===== config.mk =====
export PLATFORM = sky130hd
export DESIGN_NAME = ant_sensor_page_decoder_top
export DESIGN_NICKNAME = d
export VERILOG_FILES = /design/src/hw/rtl/aspd_pkg.sv /design/src/hw/rtl/ant_sensor_page_decoder_top.sv /design/src/hw/rtl/aspd_div.sv
export SDC_FILE = /design/constraint.sdc
export NUM_CORES = 2
export LEC_CHECK = 0
export BUFFER_PORTS_ARGS = -buffer_cell sky130_fd_sc_hd__buf_2
export CAP_MARGIN = 10
export CORE_ASPECT_RATIO = 0.7
export CORE_UTILIZATION = 69
export CTS_BUF_LIST = sky130_fd_sc_hd__clkbuf_2
export DETAILED_ROUTE_END_ITERATION = 10
export PLACE_DENSITY = 0.89
export SLEW_MARGIN = 20
export SYNTH_ARGS = -nofsm -noshare
export SYNTH_HDL_FRONTEND = slang
export SYNTH_HIERARCHICAL = 1
export SYNTH_SLANG_ARGS = --single-unit

===== constraint.sdc =====
create_clock -name i_clk -period 17.99 [get_ports i_clk]
set_input_delay 2.6985 -clock i_clk [delete_from_list [all_inputs] [get_ports i_clk]]
set_output_delay 2.6985 -clock i_clk [all_outputs]
set_load 0.1 [all_outputs]

===== src/hw/rtl/aspd_pkg.sv =====
`default_nettype none

package aspd_pkg;

    // field widths
    localparam int BYTE_W  = 8;
    localparam int WORD_W  = 16;
    localparam int TOTAL_W = 32;
    localparam int CIRC_W  = 12;

    // configuration port
    localparam int CFG_ADDR_W = 3;
    localparam int CFG_DATA_W = CIRC_W;

    localparam logic [CFG_ADDR_W-1:0] REG_CODE_HR    = 3'd0;
    localparam logic [CFG_ADDR_W-1:0] REG_CODE_SC    = 3'd1;
    localparam logic [CFG_ADDR_W-1:0] REG_CODE_CAD   = 3'd2;
    localparam logic [CFG_ADDR_W-1:0] REG_CODE_SPD   = 3'd3;
    localparam logic [CFG_ADDR_W-1:0] REG_CODE_PWR   = 3'd4;
    localparam logic [CFG_ADDR_W-1:0] REG_WHEEL_CIRC = 3'd5;

    // register reset values
    localparam logic [BYTE_W-1:0] RST_CODE_HR    = 8'd120;
    localparam logic [BYTE_W-1:0] RST_CODE_SC    = 8'd121;
    localparam logic [BYTE_W-1:0] RST_CODE_CAD   = 8'd122;
    localparam logic [BYTE_W-1:0] RST_CODE_SPD   = 8'd123;
    localparam logic [BYTE_W-1:0] RST_CODE_PWR   = 8'd11;
    localparam logic [CIRC_W-1:0] RST_WHEEL_CIRC = 12'd2096;

    // power page number and its mask
    localparam logic [BYTE_W-1:0] PAGE_NUM_MASK = 8'h7F;
    localparam logic [BYTE_W-1:0] PAGE_POWER    = 8'h10;

    // divider geometry: 42-bit dividend split as hi:lo, 16-bit quotient
    localparam int Q_W   = WORD_W;
    localparam int HI_W  = 26;
    localparam int DEN_W = 21;
    localparam int CNT_W = $clog2(Q_W);

    // cadence: dr * 60 * 1024 * 16 = (dr * 15) << 16
    localparam int CAD_K_W = 20;
    // speed: dr * circ * 9 << 10, over dt * 25
    localparam int PROD_W    = WORD_W + CIRC_W;
    localparam int PROD9_W   = 32;
    localparam int SPD_SHIFT = 10;

    typedef struct packed {
        logic [BYTE_W-1:0] device_type;
        logic [BYTE_W-1:0] page_byte0;
        logic [BYTE_W-1:0] page_byte1;
        logic [BYTE_W-1:0] page_byte2;
        logic [BYTE_W-1:0] page_byte3;
        logic [BYTE_W-1:0] page_byte4;
        logic [BYTE_W-1:0] page_byte5;
        logic [BYTE_W-1:0] page_byte6;
        logic [BYTE_W-1:0] page_byte7;
    } t_in_item;

    typedef struct packed {
        logic [BYTE_W-1:0]  heart_rate_bpm;
        logic [WORD_W-1:0]  cadence_rpm_x16;
        logic [WORD_W-1:0]  speed_kmh_x100;
        logic [TOTAL_W-1:0] wheel_revolutions;
        logic [BYTE_W-1:0]  power_cadence_rpm;
        logic [WORD_W-1:0]  power_watts;
    } t_out_item;

    // divider request and response
    typedef struct packed {
        logic             start;
        logic [HI_W-1:0]  hi;
        logic [Q_W-1:0]   lo;
        logic [DEN_W-1:0] den;
    } t_div_req;

    typedef struct packed {
        logic           done;
        logic [Q_W-1:0] quot;
    } t_div_rsp;

endpackage

`default_nettype wire


===== src/hw/rtl/ant_sensor_page_decoder_top.sv =====
`default_nettype none

// Sensor page decoder. Each accepted beat (device type plus eight page bytes)
// updates the sensor snapshot and yields one output beat with the whole
// snapshot. Heart-rate, power and unknown pages pass from the decode state
// to the done state, which loads the output register; cadence-only pages add
// the crank division, speed-only pages the wheel multiply and division, and
// combined speed and cadence pages both. The time is set by the bit-serial
// divider, which produces one quotient bit per cycle (16 bits per division)
// and is shared by the cadence and speed computations; a saturating result
// skips the bit steps, and a first page or a zero time delta skips the
// division. A new beat is accepted once the previous one has reached the
// output register, which holds it until taken; a result that is not taken
// stalls the next one. Configuration writes must only happen while the
// block is idle.
module ant_sensor_page_decoder_top (
    input  wire logic                              i_clk,
    input  wire logic                              i_rst_n,
    input  wire logic                              i_in_valid,
    output logic                                   o_in_ready,
    input  wire aspd_pkg::t_in_item                i_in_data,
    output logic                                   o_out_valid,
    input  wire logic                              i_out_ready,
    output aspd_pkg::t_out_item                    o_out_data,
    input  wire logic                              i_cfg_we,
    input  wire logic [aspd_pkg::CFG_ADDR_W-1:0]   i_cfg_addr,
    input  wire logic [aspd_pkg::CFG_DATA_W-1:0]   i_cfg_wdata
);
    import aspd_pkg::*;

    localparam logic [2:0] S_IDLE       = 3'd0;
    localparam logic [2:0] S_DECODE     = 3'd1;
    localparam logic [2:0] S_CRANK      = 3'd2;
    localparam logic [2:0] S_CRANK_WAIT = 3'd3;
    localparam logic [2:0] S_WHEEL      = 3'd4;
    localparam logic [2:0] S_WHEEL_MUL  = 3'd5;
    localparam logic [2:0] S_WHEEL_WAIT = 3'd6;
    localparam logic [2:0] S_DONE       = 3'd7;

    // configuration registers
    logic [BYTE_W-1:0] r_code_hr, r_code_sc, r_code_cad, r_code_spd, r_code_pwr;
    logic [CIRC_W-1:0] r_circ;

    // sensor state
    logic [WORD_W-1:0]  r_last_crank_t, r_last_crank_r;
    logic [WORD_W-1:0]  r_last_wheel_t, r_last_wheel_r;
    logic               r_crank_seen, r_wheel_seen;
    logic [BYTE_W-1:0]  r_hr;
    logic [WORD_W-1:0]  r_cadence, r_speed;
    logic [TOTAL_W-1:0] r_wheel_total;
    logic [BYTE_W-1:0]  r_meter_cad;
    logic [WORD_W-1:0]  r_meter_pwr;

    // control
    logic [2:0] r_state, n_state;
    logic       r_also_wheel;
    logic       r_out_valid;

    // payload
    t_in_item          r_item;
    t_out_item         r_out;
    logic [WORD_W-1:0] r_crank_t, r_crank_r;
    logic [PROD_W-1:0] r_prod;
    logic [DEN_W-1:0]  r_wden;

    logic [WORD_W-1:0]  w_wheel_t, w_wheel_r;
    logic [WORD_W-1:0]  w_cdt, w_cdr, w_wdt, w_wdr;
    logic [CAD_K_W-1:0] w_cdr15;
    logic [PROD9_W-1:0] w_prod9;
    logic [HI_W+Q_W-1:0] w_spd_num;
    logic               w_accept;
    logic               w_out_free;
    logic               w_crank_div;
    t_div_req           w_req;
    t_div_rsp           w_rsp;

    assign w_accept   = i_in_valid && o_in_ready;
    assign w_out_free = !r_out_valid || i_out_ready;

    // wheel words always sit in bytes 4..7
    assign w_wheel_t = {r_item.page_byte5, r_item.page_byte4};
    assign w_wheel_r = {r_item.page_byte7, r_item.page_byte6};

    // wrapping deltas
    assign w_cdt = r_crank_t - r_last_crank_t;
    assign w_cdr = r_crank_r - r_last_crank_r;
    assign w_wdt = w_wheel_t - r_last_wheel_t;
    assign w_wdr = w_wheel_r - r_last_wheel_r;

    // cadence dividend high part: dr * 15, low part zero
    assign w_cdr15 = {w_cdr, 4'b0} - CAD_K_W'(w_cdr);
    // speed dividend: prod * 9 << 10
    assign w_prod9   = PROD9_W'({r_prod, 3'b0}) + PROD9_W'(r_prod);
    assign w_spd_num = {w_prod9, SPD_SHIFT'(0)};

    assign w_crank_div = r_crank_seen && (w_cdt != '0);

    // divider request
    always_comb begin
        w_req.start = 1'b0;
        w_req.hi    = HI_W'(w_cdr15);
        w_req.lo    = '0;
        w_req.den   = DEN_W'(w_cdt);
        if (r_state == S_CRANK) begin
            w_req.start = w_crank_div;
        end else if (r_state == S_WHEEL_MUL) begin
            w_req.start = 1'b1;
            w_req.hi    = w_spd_num[HI_W+Q_W-1:Q_W];
            w_req.lo    = w_spd_num[Q_W-1:0];
            w_req.den   = r_wden;
        end
    end

    aspd_div u_div (
        .i_clk   (i_clk),
        .i_rst_n (i_rst_n),
        .i_req   (w_req),
        .o_rsp   (w_rsp)
    );

    // next state
    always_comb begin
        n_state = r_state;
        case (r_state)
            S_IDLE: begin
                if (w_accept) n_state = S_DECODE;
            end
            S_DECODE: begin
                if (r_item.device_type == r_code_hr) begin
                    n_state = S_DONE;
                end else if (r_item.device_type == r_code_sc ||
                             r_item.device_type == r_code_cad) begin
                    n_state = S_CRANK;
                end else if (r_item.device_type == r_code_spd) begin
                    n_state = S_WHEEL;
                end else begin
                    n_state = S_DONE;
                end
            end
            S_CRANK: begin
                if (w_crank_div) n_state = S_CRANK_WAIT;
                else if (r_also_wheel) n_state = S_WHEEL;
                else n_state = S_DONE;
            end
            S_CRANK_WAIT: begin
                if (w_rsp.done) n_state = r_also_wheel ? S_WHEEL : S_DONE;
            end
            S_WHEEL: begin
                if (r_wheel_seen && w_wdt != '0) n_state = S_WHEEL_MUL;
                else n_state = S_DONE;
            end
            S_WHEEL_MUL: begin
                n_state = S_WHEEL_WAIT;
            end
            S_WHEEL_WAIT: begin
                if (w_rsp.done) n_state = S_DONE;
            end
            S_DONE: begin
                if (w_out_free) n_state = S_IDLE;
            end
            default: n_state = S_IDLE;
        endcase
    end

    // configuration writes
    always_ff @(posedge i_clk) begin
        if (!i_rst_n) begin
            r_code_hr  <= RST_CODE_HR;
            r_code_sc  <= RST_CODE_SC;
            r_code_cad <= RST_CODE_CAD;
            r_code_spd <= RST_CODE_SPD;
            r_code_pwr <= RST_CODE_PWR;
            r_circ     <= RST_WHEEL_CIRC;
        end else if (i_cfg_we) begin
            case (i_cfg_addr)
                REG_CODE_HR:    r_code_hr  <= i_cfg_wdata[BYTE_W-1:0];
                REG_CODE_SC:    r_code_sc  <= i_cfg_wdata[BYTE_W-1:0];
                REG_CODE_CAD:   r_code_cad <= i_cfg_wdata[BYTE_W-1:0];
                REG_CODE_SPD:   r_code_spd <= i_cfg_wdata[BYTE_W-1:0];
                REG_CODE_PWR:   r_code_pwr <= i_cfg_wdata[BYTE_W-1:0];
                REG_WHEEL_CIRC: r_circ     <= i_cfg_wdata;
                default: ;
            endcase
        end
    end

    // state machine, sensor state and output valid
    always_ff @(posedge i_clk) begin
        if (!i_rst_n) begin
            r_state        <= S_IDLE;
            r_out_valid    <= 1'b0;
            r_also_wheel   <= 1'b0;
            r_last_crank_t <= '0;
            r_last_crank_r <= '0;
            r_last_wheel_t <= '0;
            r_last_wheel_r <= '0;
            r_crank_seen   <= 1'b0;
            r_wheel_seen   <= 1'b0;
            r_hr           <= '0;
            r_cadence      <= '0;
            r_speed        <= '0;
            r_wheel_total  <= '0;
            r_meter_cad    <= '0;
            r_meter_pwr    <= '0;
        end else begin
            r_state <= n_state;
            // output valid: set on load, cleared once taken
            if (r_state == S_DONE && w_out_free) begin
                r_out_valid <= 1'b1;
            end else if (r_out_valid && i_out_ready) begin
                r_out_valid <= 1'b0;
            end
            case (r_state)
                S_DECODE: begin
                    r_also_wheel <= (r_item.device_type != r_code_hr) &&
                                    (r_item.device_type == r_code_sc);
                    if (r_item.device_type == r_code_hr) begin
                        r_hr <= r_item.page_byte7;
                    end else if (r_item.device_type != r_code_sc &&
                                 r_item.device_type != r_code_cad &&
                                 r_item.device_type != r_code_spd &&
                                 r_item.device_type == r_code_pwr &&
                                 (r_item.page_byte0 & PAGE_NUM_MASK) == PAGE_POWER) begin
                        r_meter_cad <= r_item.page_byte3;
                        r_meter_pwr <= {r_item.page_byte7, r_item.page_byte6};
                    end
                end
                S_CRANK: begin
                    r_last_crank_t <= r_crank_t;
                    r_last_crank_r <= r_crank_r;
                    r_crank_seen   <= 1'b1;
                end
                S_CRANK_WAIT: begin
                    if (w_rsp.done) r_cadence <= w_rsp.quot;
                end
                S_WHEEL: begin
                    if (r_wheel_seen) r_wheel_total <= r_wheel_total + TOTAL_W'(w_wdr);
                    r_last_wheel_t <= w_wheel_t;
                    r_last_wheel_r <= w_wheel_r;
                    r_wheel_seen   <= 1'b1;
                end
                S_WHEEL_WAIT: begin
                    if (w_rsp.done) r_speed <= w_rsp.quot;
                end
                default: ;
            endcase
        end
    end

    // payload registers
    always_ff @(posedge i_clk) begin
        if (w_accept) r_item <= i_in_data;
        if (r_state == S_DECODE) begin
            if (r_item.device_type == r_code_sc) begin
                r_crank_t <= {r_item.page_byte1, r_item.page_byte0};
                r_crank_r <= {r_item.page_byte3, r_item.page_byte2};
            end else begin
                r_crank_t <= {r_item.page_byte5, r_item.page_byte4};
                r_crank_r <= {r_item.page_byte7, r_item.page_byte6};
            end
        end
        if (r_state == S_WHEEL) begin
            r_prod <= PROD_W'(w_wdr) * PROD_W'(r_circ);
            r_wden <= DEN_W'(w_wdt) * DEN_W'(25);
        end
        if (r_state == S_DONE && w_out_free) begin
            r_out.heart_rate_bpm    <= r_hr;
            r_out.cadence_rpm_x16   <= r_cadence;
            r_out.speed_kmh_x100    <= r_speed;
            r_out.wheel_revolutions <= r_wheel_total;
            r_out.power_cadence_rpm <= r_meter_cad;
            r_out.power_watts       <= r_meter_pwr;
        end
    end

    assign o_in_ready  = (r_state == S_IDLE);
    assign o_out_valid = r_out_valid;
    assign o_out_data  = r_out;

`ifndef NO_ASSERTIONS
    a_accept_decode: assert property (@(posedge i_clk) disable iff (!i_rst_n)
        w_accept |=> (r_state == S_DECODE))
        else $error("accepted beat not followed by decode");
    a_done_in_wait: assert property (@(posedge i_clk) disable iff (!i_rst_n)
        w_rsp.done |-> (r_state == S_CRANK_WAIT || r_state == S_WHEEL_WAIT))
        else $error("divider result outside a wait state");
    a_out_load: assert property (@(posedge i_clk) disable iff (!i_rst_n)
        (r_state == S_DONE && w_out_free) |=> (r_out_valid && r_state == S_IDLE))
        else $error("result not loaded into output register");
`endif

endmodule

`default_nettype wire


===== src/hw/rtl/aspd_div.sv =====
`default_nettype none

module aspd_div (
    input  wire logic              i_clk,
    input  wire logic              i_rst_n,
    input  wire aspd_pkg::t_div_req i_req,
    output aspd_pkg::t_div_rsp     o_rsp
);
    import aspd_pkg::*;

    logic             r_busy;
    logic             r_done;
    logic [CNT_W-1:0] r_cnt;
    logic [DEN_W-1:0] r_rem;
    logic [DEN_W-1:0] r_den;
    logic [Q_W-1:0]   r_sh;

    logic [DEN_W:0]   w_trial;
    logic             w_ge;
    logic             w_sat;

    // one quotient bit per cycle: shift in the next dividend bit, try subtract
    assign w_trial = {r_rem, r_sh[Q_W-1]};
    assign w_ge    = (w_trial >= {1'b0, r_den});
    // quotient of 2^16 or more when the high part already reaches the divisor
    assign w_sat   = (i_req.hi >= HI_W'(i_req.den));

    // control
    always_ff @(posedge i_clk) begin
        if (!i_rst_n) begin
            r_busy <= 1'b0;
            r_done <= 1'b0;
            r_cnt  <= '0;
        end else begin
            r_done <= 1'b0;
            if (i_req.start) begin
                if (w_sat) begin
                    r_done <= 1'b1;
                end else begin
                    r_busy <= 1'b1;
                    r_cnt  <= CNT_W'(Q_W - 1);
                end
            end else if (r_busy) begin
                r_cnt <= r_cnt - CNT_W'(1);
                if (r_cnt == '0) begin
                    r_busy <= 1'b0;
                    r_done <= 1'b1;
                end
            end
        end
    end

    // remainder and dividend/quotient shift register
    always_ff @(posedge i_clk) begin
        if (i_req.start) begin
            r_den <= i_req.den;
            if (w_sat) begin
                r_sh <= '1;
            end else begin
                r_rem <= i_req.hi[DEN_W-1:0];
                r_sh  <= i_req.lo;
            end
        end else if (r_busy) begin
            r_rem <= w_ge ? DEN_W'(w_trial - {1'b0, r_den}) : w_trial[DEN_W-1:0];
            r_sh  <= {r_sh[Q_W-2:0], w_ge};
        end
    end

    assign o_rsp.done = r_done;
    assign o_rsp.quot = r_sh;

`ifndef NO_ASSERTIONS
    a_no_start_busy: assert property (@(posedge i_clk) disable iff (!i_rst_n)
        i_req.start |-> !r_busy)
        else $error("divider started while busy");
    a_rem_below_den: assert property (@(posedge i_clk) disable iff (!i_rst_n)
        r_busy |-> (r_rem < r_den))
        else $error("partial remainder not below divisor");
    a_done_pulse: assert property (@(posedge i_clk) disable iff (!i_rst_n)
        r_done |=> !r_done)
        else $error("done held longer than one cycle");
`endif

endmodule

`default_nettype wire


==> flow_summary.yaml <==
run_status:
  outcome: "finished with violations"
  violations: "DRC"
clocking:
  cts_made_buffers: 118
  cts_buffer_depth: 3
  cts_resized: 0
  htree_levels: 3
  clk_pin_slew_ns: 0.12
  cts.sinks: 532
  clk_latency_ns: 1.22
  cts_tree: "yes"
  postCtsSetupRepairBufs: 0
  clockRootBuffer: "clkbuf_2"
  hold_buffers: 0
setup_path:
  critical_path.max_fanout: 13
  rr_worst_depth: 29
  cp_common_cell: "fa_1"
  cp-start-kind: "register"
  r2r_start: "r_item[8]"
  ff2ff_setup_slack_ns: 9.97
  path_buf_inv: 4
  crit_required_ns: 18.91
  crit_path_end_kind: "register"
  cp_slowest_cell: "xor2_1"
  reg2reg_to: "r_prod[27]"
  crit_path_max_incr_delay_ns: 0.87
  crit_type: "reg -> reg"
  cpLargestDelayFamily: "adder cells"
  arrival_ns: 8.94
final_layout:
  instances_no_fill: 4511
  drive_above_1_share: 0.129
  regArea_mm2: 0.0137
  final_cell_mix: "533 x nand2_1, 370 x inv_1, 307 x edfxtp_1"
  nets: 4276
  fill_cells: 3424
  area_delta_synth_final_pct: 7.78
  utilization: 0.754
  layout_commonest_cell: "nand2_1"
  multi_input_area_mm2: 0.0189
floorplan:
  die_h_um: 189
  ios: 190
  fp.dieW_um: 269
  dieArea_mm2: 0.0509
  core_area_mm2: 0.0493
  rows: 68
  initial_core_util: 0.699
global_routing:
  grt_pass1_vias: 25433
  grt_overflow: 0
  grt_max_degree: 101
  grt_use_total: 0.313
  antenna_found_initial: 2
  grt_first_pass_wirelength_um: 128000
yosys:
  yosysUniqueCellTypes: 83
  synth_seq_area_share: 0.398
  syn_avg_cell_area_um2: 9.77
  synthCells: 3530
  ys.warnings.count: 6
  synth-edff-count: 307
  yosysTopAreaCell: "edfxtp_1"
  synthTopCellsByArea: "edfxtp_1 27%, dfxtp_1 13%, ha_1 10%"
  synth_area_mm2: 0.0345
  synth-seq-cells: 532
  synth_top_area_frac: 0.267
  synthFlopType: "edfxtp_1"
  synth-async-reset-ratio: 0
detailed_routing:
  wl_met2_um: 34800
  top_layer_used: "met4"
  wire_per_inst_um: 17.6
  vias: 25967
  met3_length_um: 7040
  wl_met1_um: 35500
  routed_via_density: 5.76
  totalWireLength_um: 79300
  drt_first_pass_iters: 11
  drc: 2
  drtAntennaViolNets: 0
  first_iter_violations: 2230
place:
  place_ws_ns: 10.12
  dp_hpwl_um: 59000
  port_buffers: 189
  place_inst: 4287
  gp_congestion: 0.934
worst_hold_path:
  hold_path_class: "reg -> reg"
  worstHoldStart: "r_cadence[8]"
  worst_hold_path.endpoint: "o_out_data[80]"
  hold_depth: 0
timing:
  finalSetupViolCount: 0
  finalHoldViolations: 0
  setup_ws_ns: 9.97
  slew_violations: 0
  worst_pin_slew_ns: 1.10
  tns_ns: 0
  fmax_ghz: 0.125
  finClkSkew_ns: 0.0874
  fin_crit_ns: 8.02
  slew-limit-headroom: 0.261
  rsz0062_at_grt: "no"
  timing.final.crit_share: 0.446
run:
  maxCapViolCount: 0
[final cells by class]
cell class,instances,area share
antenna,4,0.000269
clock inverter,25,0.00431
tap,665,0.0224
inverter,371,0.0374
clock buffer,195,0.0262
multi-input combinational,2504,0.510
sequential,532,0.369
timing repair buffer,215,0.0309
[how the worst max path moves through the flow]
stage                      from            end  slack [ns]  depth (start not counted)
CTS                   r_item[8]     r_prod[27]       10.04                         29
detailed placement    r_item[8]     r_prod[27]       10.12                         29
floorplan           i_out_ready  o_out_data[0]       10.67                          2
global placement      r_item[8]     r_prod[27]       10.33                         29
finish                r_item[8]     r_prod[27]        9.97                         29
global route          r_item[8]     r_prod[27]        9.43                         29
[Yosys cell counts, types with 97 or more instances]
cell type	count
nor2_1	154
a21oi_1	177
clkbuf_1	116
inv_1	370
o21ai_0	97
and2_1	107
xnor2_1	134
fa_1	158
nand2_1	534
edfxtp_1	307
ha_1	284
a21boi_0	132
dfxtp_1	225
[state kept, by name (all words and copies together), names as in the netlist, 12 cells and up]
register / flops
o_out_data: 96
r_cadence: 16
r_circ: 12
r_crank_r: 16
r_crank_t: 16
r_item: 72
r_last_crank_r: 16
r_last_crank_t: 16
r_last_wheel_r: 16
r_last_wheel_t: 16
r_meter_pwr: 16
r_prod: 28
r_speed: 16
r_wden: 21
r_wheel_total: 32
u_div/r_den: 21
u_div/r_rem: 21
u_div/r_sh: 16
[through the flow]
step / hold slack, ns / cell area [um2]
6_report: 0.427 / 37200
2_1_floorplan: 0.408 / 34500
5_1_grt: 0.427 / 37200
3_5_place_dp: 0.416 / 36000
3_3_place_gp: 0.411 / 36000
4_1_cts: 0.419 / 37200
[kinds of logic (layout without fill, tap and decap cells)]
| logic type | count (synthesis) | in the layout | share of synthesized area |
|---|---|---|---|
| simple gates | 1133 | 1133 | 0.153 |
| compound gates | 625 | 625 | 0.120 |
| flops | 532 | 532 | 0.398 |
| buf+inv | 503 | 806 | 0.0557 |
| fa+ha+maj | 442 | 442 | 0.195 |
| xor+xnor | 212 | 212 | 0.0538 |
| mux | 82 | 82 | 0.0249 |
| other cells | 1 | 14 | 0.000109 |
[routing by layer]
| layer | vias up | GRT usage |
|---|---|---|
| met2 | 1075 | 0.480 |
| met3 | 137 | 0.0648 |
| li1 | 12442 | - |
| met1 | 12313 | 0.445 |
| met5 | - | 0 |
| met4 | 0 | 0.102 |
Power is left out: the tool's default activity adds up to more than one toggle a clock period on the data nets, which glitch-free logic cannot reach.
